**config.mk**
```make
export PLATFORM = sky130hd
export DESIGN_NAME = sha1_message_digest
export DESIGN_NICKNAME = d
export VERILOG_FILES = /design/src/sha1md_pkg.sv /design/src/sha1_message_digest.sv /design/src/sha1md_sched.sv /design/src/sha1md_round.sv
export VERILOG_INCLUDE_DIRS = /design/src /design/src/src
export SDC_FILE = /design/constraint.sdc
export NUM_CORES = 2
export LEC_CHECK = 0
export ABC_CLOCK_PERIOD_IN_PS = 10300
export BUFFER_PORTS_ARGS = -buffer_cell sky130_fd_sc_hd__buf_2
export CAP_MARGIN = 10
export CORE_ASPECT_RATIO = 1.4
export CORE_MARGIN = 5
export CORE_UTILIZATION = 62
export DETAILED_ROUTE_END_ITERATION = 8
export GPL_TIMING_DRIVEN = 1
export MAX_ROUTING_LAYER = met4
export PLACE_DENSITY = 0.82
export SYNTH_ARGS = -nofsm -noshare
export SYNTH_HDL_FRONTEND = slang
export SYNTH_HIERARCHICAL = 1
export SYNTH_SLANG_ARGS = --single-unit
```
**constraint.sdc**
```tcl
create_clock -name clk -period 10.3 [get_ports clk]
set_input_delay 1.03 -clock clk [delete_from_list [all_inputs] [get_ports clk]]
set_output_delay 1.03 -clock clk [all_outputs]
set_load 0.05 [all_outputs]
```
**src/assert_macros.svh**
```systemverilog
// Assertion macros shared by the SHA-1 digest RTL.
`ifndef ASSERT_MACROS_SVH
`define ASSERT_MACROS_SVH

// Checks that a condition holds at every clock edge outside reset.
`define SHA1MD_ASSERT_ALWAYS(lbl, clk, rst, cond, msg) \
  lbl: assert property (@(posedge clk) disable iff (rst) (cond)) else $error(msg);

// Checks that a consequent holds in the cycle where an antecedent is seen.
`define SHA1MD_ASSERT_IMPLIES(lbl, clk, rst, ante, cons, msg) \
  lbl: assert property (@(posedge clk) disable iff (rst) (ante) |-> (cons)) else $error(msg);

`endif

```
**src/sha1md_pkg.sv**
```systemverilog
// Shared types and constants of the SHA-1 message digest block.
package sha1md_pkg;

  typedef logic [31:0] word_t;
  typedef logic [4:0][31:0] hash_t;

  typedef enum logic [1:0] {
    STAGE_CH,
    STAGE_PAR1,
    STAGE_MAJ,
    STAGE_PAR2
  } stage_t;

  localparam hash_t INIT_CHAIN = {
    32'hC3D2E1F0, 32'h10325476, 32'h98BADCFE, 32'hEFCDAB89, 32'h67452301
  };

  localparam logic [31:0] K_CH   = 32'h5A827999;
  localparam logic [31:0] K_PAR1 = 32'h6ED9EBA1;
  localparam logic [31:0] K_MAJ  = 32'h8F1BBCDC;
  localparam logic [31:0] K_PAR2 = 32'hCA62C1D6;

  localparam logic [7:0] PAD_MARK  = 8'h80;
  localparam logic [5:0] LEN_START = 6'd56;
  localparam logic [5:0] FILL_LAST = 6'd63;
  localparam logic [6:0] ROUND_LAST = 7'd79;
  localparam logic [2:0] WORD_LAST = 3'd4;

endpackage

```
**src/sha1_message_digest.sv**
```systemverilog
// Top level of the SHA-1 message digest: byte intake, padding and round sequencer.
// Message bytes are taken one per cycle on the slave side while a 64-byte block
// fills; the transfer that completes a block starts a compression (80 rounds
// through one shared round unit, then the chaining add), during which s_tready
// is low. The transfer marked with s_tlast starts padding, which feeds the 0x80
// byte, zeros and the 64-bit bit count one byte per cycle through the same path,
// with one more compression in between when the padding spills into a second
// block. The digest then leaves as five 32-bit transfers, word 0 first, and the
// block returns to its initial values for the next message.
`include "assert_macros.svh"

module sha1_message_digest
  import sha1md_pkg::*;
(
  input  logic        clk,
  input  logic        rst,
  input  logic        s_tvalid,
  output logic        s_tready,
  input  logic [7:0]  s_tdata,   // data_byte
  input  logic [0:0]  s_tuser,   // byte_present
  input  logic        s_tlast,   // message_end
  output logic        m_tvalid,
  input  logic        m_tready,
  output logic [31:0] m_tdata,   // digest_word
  output logic [2:0]  m_tuser,   // word_index
  output logic        m_tlast    // last_word
);

  typedef enum logic [2:0] {
    ST_IDLE,
    ST_ROUND,
    ST_ADD,
    ST_PAD,
    ST_OUT
  } state_t;

  typedef enum logic [1:0] {
    PH_MARK,
    PH_ZERO,
    PH_LEN
  } phase_t;

  state_t      state;
  phase_t      phase;
  logic        pad_active;
  logic [5:0]  fill_count;
  logic [63:0] bit_length;
  logic [6:0]  round_count;
  logic [2:0]  out_idx;
  logic [23:0] acc;
  hash_t       chain;

  logic        accept;
  logic        put_en;
  logic [7:0]  put_data;
  logic [2:0]  len_sel;
  logic        wrap;
  logic        push;
  word_t       push_word;
  stage_t      stage;
  word_t       w_cur;
  hash_t       regs;

  assign s_tready = (state == ST_IDLE);
  assign accept   = s_tvalid && s_tready;
  assign len_sel  = 3'd7 - fill_count[2:0];

  always_comb begin
    put_en   = 1'b0;
    put_data = s_tdata;
    case (state)
      ST_IDLE: begin
        put_en   = accept && s_tuser[0];
        put_data = s_tdata;
      end
      ST_PAD: begin
        put_en = 1'b1;
        if (phase == PH_MARK) begin
          put_data = PAD_MARK;
        end else if (phase == PH_ZERO && fill_count != LEN_START) begin
          put_data = '0;
        end else begin
          put_data = bit_length[{len_sel, 3'b000} +: 8];
        end
      end
      default: begin
        put_en = 1'b0;
      end
    endcase
  end

  assign push      = put_en && (fill_count[1:0] == 2'd3);
  assign push_word = {acc, put_data};
  assign wrap      = put_en && (fill_count == FILL_LAST);

  always_comb begin
    if (round_count < 7'd20) begin
      stage = STAGE_CH;
    end else if (round_count < 7'd40) begin
      stage = STAGE_PAR1;
    end else if (round_count < 7'd60) begin
      stage = STAGE_MAJ;
    end else begin
      stage = STAGE_PAR2;
    end
  end

  sha1md_sched u_sched (
    .clk       (clk),
    .push      (push),
    .push_word (push_word),
    .step      (state == ST_ROUND),
    .w_cur     (w_cur)
  );

  sha1md_round u_round (
    .clk   (clk),
    .rst   (rst),
    .load  (wrap),
    .step  (state == ST_ROUND),
    .stage (stage),
    .chain (chain),
    .w     (w_cur),
    .regs  (regs)
  );

  always_ff @(posedge clk) begin
    if (put_en && fill_count[1:0] != 2'd3) begin
      acc <= {acc[15:0], put_data};
    end
  end

  always_ff @(posedge clk) begin
    if (rst) begin
      state       <= ST_IDLE;
      phase       <= PH_MARK;
      pad_active  <= 1'b0;
      fill_count  <= '0;
      bit_length  <= '0;
      round_count <= '0;
      out_idx     <= '0;
      chain       <= INIT_CHAIN;
    end else begin
      if (put_en) begin
        fill_count <= fill_count + 6'd1;
      end
      case (state)
        ST_IDLE: begin
          if (accept) begin
            if (s_tuser[0]) begin
              bit_length <= bit_length + 64'd8;
            end
            if (s_tlast) begin
              pad_active <= 1'b1;
              phase      <= PH_MARK;
            end
            if (wrap) begin
              state <= ST_ROUND;
            end else if (s_tlast) begin
              state <= ST_PAD;
            end
          end
        end
        ST_PAD: begin
          if (phase == PH_MARK) begin
            phase <= PH_ZERO;
          end else if (phase == PH_ZERO && fill_count == LEN_START) begin
            phase <= PH_LEN;
          end
          if (wrap) begin
            state <= ST_ROUND;
          end
        end
        ST_ROUND: begin
          if (round_count == ROUND_LAST) begin
            round_count <= '0;
            state       <= ST_ADD;
          end else begin
            round_count <= round_count + 7'd1;
          end
        end
        ST_ADD: begin
          for (int i = 0; i < 5; i++) begin
            chain[i] <= chain[i] + regs[i];
          end
          if (pad_active && phase == PH_LEN) begin
            out_idx <= '0;
            state   <= ST_OUT;
          end else if (pad_active) begin
            state <= ST_PAD;
          end else begin
            state <= ST_IDLE;
          end
        end
        ST_OUT: begin
          if (m_tready) begin
            if (out_idx == WORD_LAST) begin
              chain      <= INIT_CHAIN;
              bit_length <= '0;
              pad_active <= 1'b0;
              phase      <= PH_MARK;
              out_idx    <= '0;
              state      <= ST_IDLE;
            end else begin
              out_idx <= out_idx + 3'd1;
            end
          end
        end
        default: begin
          state <= ST_IDLE;
        end
      endcase
    end
  end

  assign m_tvalid = (state == ST_OUT);
  assign m_tdata  = chain[out_idx];
  assign m_tuser  = out_idx;
  assign m_tlast  = (out_idx == WORD_LAST);

  `SHA1MD_ASSERT_ALWAYS(a_no_overlap, clk, rst, !(s_tready && m_tvalid), "intake and digest output overlap")
  `SHA1MD_ASSERT_IMPLIES(a_round_idle, clk, rst, state != ST_ROUND, round_count == '0, "round counter left running")
  `SHA1MD_ASSERT_IMPLIES(a_out_aligned, clk, rst, $rose(m_tvalid), fill_count == '0 && out_idx == '0, "digest started on an unfinished block")
  `SHA1MD_ASSERT_IMPLIES(a_out_bound, clk, rst, m_tvalid, out_idx <= WORD_LAST, "digest word index out of range")

endmodule

```
**src/sha1md_sched.sv**
```systemverilog
// Message schedule: a sixteen-word window that takes block words and expands W.
module sha1md_sched
  import sha1md_pkg::*;
(
  input  logic  clk,
  input  logic  push,
  input  word_t push_word,
  input  logic  step,
  output word_t w_cur
);

  word_t win [16];
  word_t w_new;
  word_t mix;

  assign mix   = win[13] ^ win[8] ^ win[2] ^ win[0];
  assign w_new = {mix[30:0], mix[31]};
  assign w_cur = win[0];

  always_ff @(posedge clk) begin
    if (push || step) begin
      for (int i = 0; i < 15; i++) begin
        win[i] <= win[i + 1];
      end
      win[15] <= push ? push_word : w_new;
    end
  end

endmodule

```
**src/sha1md_round.sv**
```systemverilog
// Shared round unit: working registers a to e and one SHA-1 round per step.
module sha1md_round
  import sha1md_pkg::*;
(
  input  logic   clk,
  input  logic   rst,
  input  logic   load,
  input  logic   step,
  input  stage_t stage,
  input  hash_t  chain,
  input  word_t  w,
  output hash_t  regs
);

  word_t a, b, c, d, e;
  word_t f, k, t;

  assign a = regs[0];
  assign b = regs[1];
  assign c = regs[2];
  assign d = regs[3];
  assign e = regs[4];

  always_comb begin
    case (stage)
      STAGE_CH: begin
        f = (b & c) | (~b & d);
        k = K_CH;
      end
      STAGE_PAR1: begin
        f = b ^ c ^ d;
        k = K_PAR1;
      end
      STAGE_MAJ: begin
        f = (b & c) | (b & d) | (c & d);
        k = K_MAJ;
      end
      default: begin
        f = b ^ c ^ d;
        k = K_PAR2;
      end
    endcase
  end

  assign t = {a[26:0], a[31:27]} + f + e + k + w;

  always_ff @(posedge clk) begin
    if (rst) begin
      regs <= '0;
    end else if (load) begin
      regs <= chain;
    end else if (step) begin
      regs <= {d, c, {b[1:0], b[31:2]}, a, t};
    end
  end

endmodule
```
# [Yosys cells after proc, flatten, opt, wreduce, memory -nomap -nowiden]
# Memory sizes are Yosys's and may differ from the RTL's.
# Cells that the tools add are included.
# Widths: inputs -> output; s select.
[totals] register_bits=430 ramBits=512 in_bits=14 output_inout_bits=38 memories=1
[memory_table] name="u_sched.win" words=16 width=32 read_ports=16 rd_clocked_by_memory_dff=0 wr=16 line_no="sha1md_sched.sv:12" rtl="word_t win [16];"
[classes] addsub=14 n_lt_le_gt_ge=4 n_eq_ne=25 shift=1 mux=51 n_bitwise=13 reduce_logical=22
[ops] operator="$mux 160" count=4
[ops] operator="$pmux 160 s2" count=1
[ops] operator="$add 32x32->32" count=9
[ops] operator="$mux 64" count=4
[ops] operator="$xor 32x32->32" count=5
[ops] operator="$and 32x32->32" count=4
[ops] operator="$pmux 64 s2" count=1
[ops] operator="$bmux 32 s3" count=1
[ops] operator="$or 32x32->32" count=3
[ops] operator="$pmux 32 s3" count=1
[ops] operator="$add 64x4->64 const B" count=1
[ops] operator="$mux 32" count=2
[ops] operator="$pmux 32 s2" count=1
[ops] operator="$shiftx 64x7->8" count=1
[ops] operator="$mux 3" count=11
[ops] operator="$not 32->32" count=1
[ops] operator="$mux 8" count=3
[ops] operator="$mux 2" count=9
[ops] operator="$pmux 3 s5" count=1
[ops] operator="$lt 7x6->1 const B" count=2
[ops] operator="$eq 6x6->1 const B" count=2
[ops] operator="$ne 2x1->1 const B" count=6
[ops] operator="$reduce_and 6->1" count=2
[ops] operator="$reduce_and 5->1" count=2
[ops] operator="28 further kinds" count=53

# [Logic depth before layout (Yosys ltp)]
[depth] word_depth=12 mapped_depth=25 ltp_nobuf=23

# [Cells and area by module]
# The synthesis kept the hierarchy.
[modules_own_cells] module="sha1_message_digest" instances=1 cells_each=2233 area_each_um2=18650.4
[modules_own_cells] module="sha1md_sched" instances=1 cells_each=712 area_each_um2=16844.9
[modules_own_cells] module="sha1md_round" instances=1 cells_each=1639 area_each_um2=12944.9

# [Least setup slack after synthesis]
# OpenSTA, ideal clock, no wires.
[synth_path] path_type="input port to flip-flop" start="in s_tvalid" end="mem u_sched/win[0][0] (netlist bit), enable pin" t_arrival_ns=8.029 required_time_ns=9.632 path_slack_ns=1.604 stages=6 n_path_buf=2 cell_sequence="nand3_1 > a21oi_1 > and2_0 > clkbuf_1 > buf_4 > or2_2"
[synth_lines] item="start: declaration" line_no="sha1_message_digest.sv:17" rtl="input logic s_tvalid,"
[synth_lines] item="end: declaration" line_no="sha1md_sched.sv:12"

# [Worst setup path after layout]
[layout_path] start="reg round_count[2]" end="reg u_round.regs, in the netlist u_round/a[23]"
[layout_between] elab_chain_cells=12 word_cells_on_any_way=17 cone_classes="add/sub: 4; order compare: 3; eq/ne: 2; mux: 7; reduce/logical: 1"
[layout_rtl] item="start: declaration" line_no="sha1_message_digest.sv:48" rtl="logic [6:0] round_count;"
[layout_rtl] item="start signal: assignment" line_no="sha1_message_digest.sv:179" rtl="round_count <= round_count + 7'd1;"
[layout_rtl] item="$lt 7x6->1" line_no="sha1_message_digest.sv:101" rtl="end else if (round_count < 7'd60) begin"
[layout_rtl] item="$mux 1" line_no="sha1_message_digest.sv:101"
[layout_rtl] item="$mux 2" line_no="sha1_message_digest.sv:99" rtl="end else if (round_count < 7'd40) begin"
[layout_rtl] item="$mux 2 (*)" line_no="sha1_message_digest.sv:97" rtl="if (round_count < 7'd20) begin"
[layout_rtl] item="named net stage[0]" line_no="sha1_message_digest.sv:60" rtl="stage_t stage;"
[layout_rtl] item="$eq 2x2->1 / $logic_not 2->1 (equally long branches)" line_no="sha1md_round.sv:25" rtl="case (stage)"
[layout_rtl] item="$pmux 32 s2" line_no="sha1md_round.sv:25"
[layout_rtl] item="$add 32x32->32 (2 in series)" line_no="sha1md_round.sv:45" rtl="assign t = {a[26:0], a[31:27]} + f + e + k + w;"
[layout_rtl] item="$add 32x32->32 (*) (2 in series)" line_no="sha1md_round.sv:45"
[layout_rtl] item="$mux 160 (*)" line_no="sha1md_round.sv:52" rtl="end else if (step) begin"
[layout_rtl] item="$mux 160 (*)" line_no="sha1md_round.sv:50" rtl="end else if (load) begin"
[layout_rtl] item="end signal: assignment" line_no="sha1md_round.sv:51" rtl="regs <= chain;"
[layout_rtl] item="end signal: assignment" line_no="sha1md_round.sv:53" rtl="regs <= {d, c, {b[1:0], b[31:2]}, a, t};"
[layout_rtl] item="end: declaration" line_no="sha1md_round.sv:12" rtl="output hash_t regs"
# The timed path passes the listed nets; every way through them passes the cells marked *. The select of a mux whose other input is x is not followed.
# A chain may end at the register's enable or synchronous reset.

==> results.cfg <==
[status]
run_status = complete, no violations

[logic_synthesis]
synth_warnings = 6
synth_ff_type = edfxtp_1
netlist_area_mm2 = 0.0484
synth_xor_area_share_pct = 5.68
synthCells = 4584
async_flop_share_pct = 0
ys_seq_area_share_pct = 49.9
synth_edf_count = 536
synth.area.mux_share_pct = 5.15
syn-num-nets = 4924
syn_avg_cell_area_um2 = 10.6
synth.distinct_cells = 97
yosys.area_share.adder_pct = 10.4
synth-compound-area-share_pct = 13.4
synthSimpleGateAreaFrac_pct = 10.8
synth_seq_cells = 939
synth_top_family_by_area = compound AO/OA/AOI/OAI gates

[die]
fp-row-count = 121
dieArea_mm2 = 0.0839
pin_count = 52
core-area_mm2 = 0.0777
die_w_um = 246
die_h_um = 341
start_util_pct = 62.4

[cts]
clk_latency_ps = 700
path_clk_slew_ps = 70
clkSinkCount = 939
clk_path_buf_depth = 3
cts_htree_levels = 3
cts_setup_buffers = 0
cts_resized = 0
cts_made_buffers = 88
hold_buffers = 0
root_buffer = clkbuf_16
cts_tree = done

[route]
drt_iter0_markers = 3668
first_pass_iters = 6
totalWireLength_um = 132000
drc = 0
ant_nets = 0
vias_per_cell = 6.26
wire_per_inst_um = 23.2
vias = 35500

[worst_setup_path]
cp-start-kind = flip-flop
cp.required_ps = 10840
end_kind = flip-flop
arrival_ps = 6490
worstPathMaxFanout = 22
path_cells = nor2_1 > o21ai_0 > a221o_1 > inv_1 > ha_1 > inv_1 > buf_4 > o22ai_1 > a21oi_1 > fa_1 > fa_1 > inv_1 > ha_1 > inv_1 > fa_1 > nor2b_4 > o31a_1 > o41a_1 > a2bb2oi_1 > a31oi_1 > o21ai_1 > and4b_1 > or3_1
slowest_delay_ps = 510
critPathKind = flip-flop to flip-flop
cpMostUsedCell = inv_1
slowest_stage = inv_1

[power]
p_per_area_mw_per_mm2 = 252
ir_worst_vdd_v = 0.000230
cellLeakagePower_nw = 20.2

[finish]
drive_gt1_share_pct = 7.81
antenna_cells = 0
area_growth_pct = 8.63
finalNetCount = 4888
instances_no_fill = 5669
final_core_util_pct = 67.8

[sta]
tns_ps = 0
max_freq_mhz = 168
setup_slack_ps = 4360
worstMarginPinSlew_ps = 1230
hold_viol = 0
slew_headroom_pct = 17.7
min_period_ps = 5940
final_max_slew_viol_count = 0
finalSetupViolations = 0
rsz0062_at_grt = no
finalClockSkew_ps = 50.4
fin_crit_sh_pct = 57.7

[grt]
grt_pass1_vias = 34600
grt_max_degree = 206
grt_first_pass_wirelength_um = 201000
overflow = 0
grt.total_usage_pct = 31.7
antenna_found_initial = 0

[min_path]
hp-class = flip-flop to flip-flop

[place]
dp.cells = 5503
io_buffers = 51
pre_cts_slack_ps = 4490
post-dp-hpwl_um = 89100
gp_congestion = 1.00

[flow_run]
drv_cap = 0
-- cell usage in the layout (no fill, tap or decap), types with 36 or more instances in the layout --
cell type	instances
a21o_1	85
nor2_1	514
a21oi_1	397
xor2_1	112
clkbuf_16	88
and3_1	40
nand3_1	77
xnor2_1	202
mux2i_1	147
fa_1	125
buf_2	50
nor3_1	50
o21ai_0	223
nand2_1	339
dfxtp_1	400
edfxtp_1	536
inv_1	357
ha_1	201
o22ai_1	36
mux4_2	45
-- metrics by stage --
stage	cell area (um2)	hold WS [ps]	total power (W)
floorplan	48400	400	0.00859
global placement	49400	400	0.00945
detailed placement	49400	405	0.00958
CTS	52600	406	0.0132
global route	52600	411	0.0138
finish	52600	405	0.0132
-- cell usage after synthesis (77+ instances only) --
| library cell | instances | area (um2) |
|---|---|---|
| clkbuf_1 | 139 | 522 |
| dfxtp_1 | 403 | 8070 |
| edfxtp_1 | 536 | 16100 |
| ha_1 | 201 | 2510 |
| xor2_1 | 112 | 981 |
| o21ai_0 | 223 | 1120 |
| a21oi_1 | 397 | 1990 |
| mux2i_1 | 147 | 1470 |
| a21o_1 | 85 | 638 |
| nand3_1 | 77 | 385 |
| inv_1 | 358 | 1340 |
| xnor2_1 | 202 | 1770 |
| nand2_1 | 342 | 1280 |
| fa_1 | 125 | 2500 |
| nor2_1 | 517 | 1940 |
-- flip-flops by register name, summed over array words and instances (netlist names), 2 cells and up --
signal / cells
acc: 24
bit_length: 61
chain: 160
fill_count: 6
m_tuser: 3
phase: 2
round_count: 7
state: 3
u_round/a: 32
u_round/b: 32
u_round/c: 32
u_round/d: 32
u_round/e: 32
u_sched/win: 512
-- cells by family (layout without fill, tap and decap cells) --
kind of cell             Yosys count  after routing
XOR/XNOR                         314            314
adder cells (fa/ha/maj)          326            326
flip-flops                       939            939
multiplexers                     193            193
buffers and inverters            575            615
AO/OA/AOI/OAI                   1051           1051
AND/OR/NAND/NOR                 1186           1186
-- power breakdown --
| part | switching (W) | internal [W] | leakage (nW) | total [W] |
|---|---|---|---|---|
| Clock | 0.00153 | 0.00208 | 1.56 | 0.00360 |
| Combinational | 0.00253 | 0.00145 | 10.3 | 0.00398 |
| Sequential | 0.000495 | 0.00517 | 8.32 | 0.00566 |
-- path summary, 6_finish.rpt --
path	start	end	slack (ps)	cells after the start
worst max-delay path	round_count[2]	u_round/a[23]	4360	23
worst min-delay path	u_sched/win[7][27]	u_sched/win[6][59]	400	0
worst max register to register	round_count[2]	u_round/a[23]	4360	23
worst min register to register	u_sched/win[7][27]	u_sched/win[6][59]	400	0
-- final cells by class --
class                      instances  area, um2
fill                            5565      25000
clock inverter                    60        848
sequential                       939      24200
tap                             1045       1310
timing repair buffer              88        579
clock buffer                     106       2370
multi-input combinational       3070      22000
inverter                         361       1360
-- critical path: cells and delay by family (launching register included) --
family          cells  cell delay, ps
simple gates        4             680
compound gates      9            1950
buf+inv             5            1120
flops               1             390
fa+ha+maj           5            1620
-- routing by layer --
metal / vias to the layer above / global-route usage (%) / part of all wire (%)
met5: - / - / 0
met3: 489 / 4.26 / 7.2
met1: 17200 / 37.8 / 37
met2: 1798 / 51.1 / 48
li1: 16000 / - / -
met4: 0 / 20.1 / 7.8
Note: power is estimated with default switching activity, not from simulation.
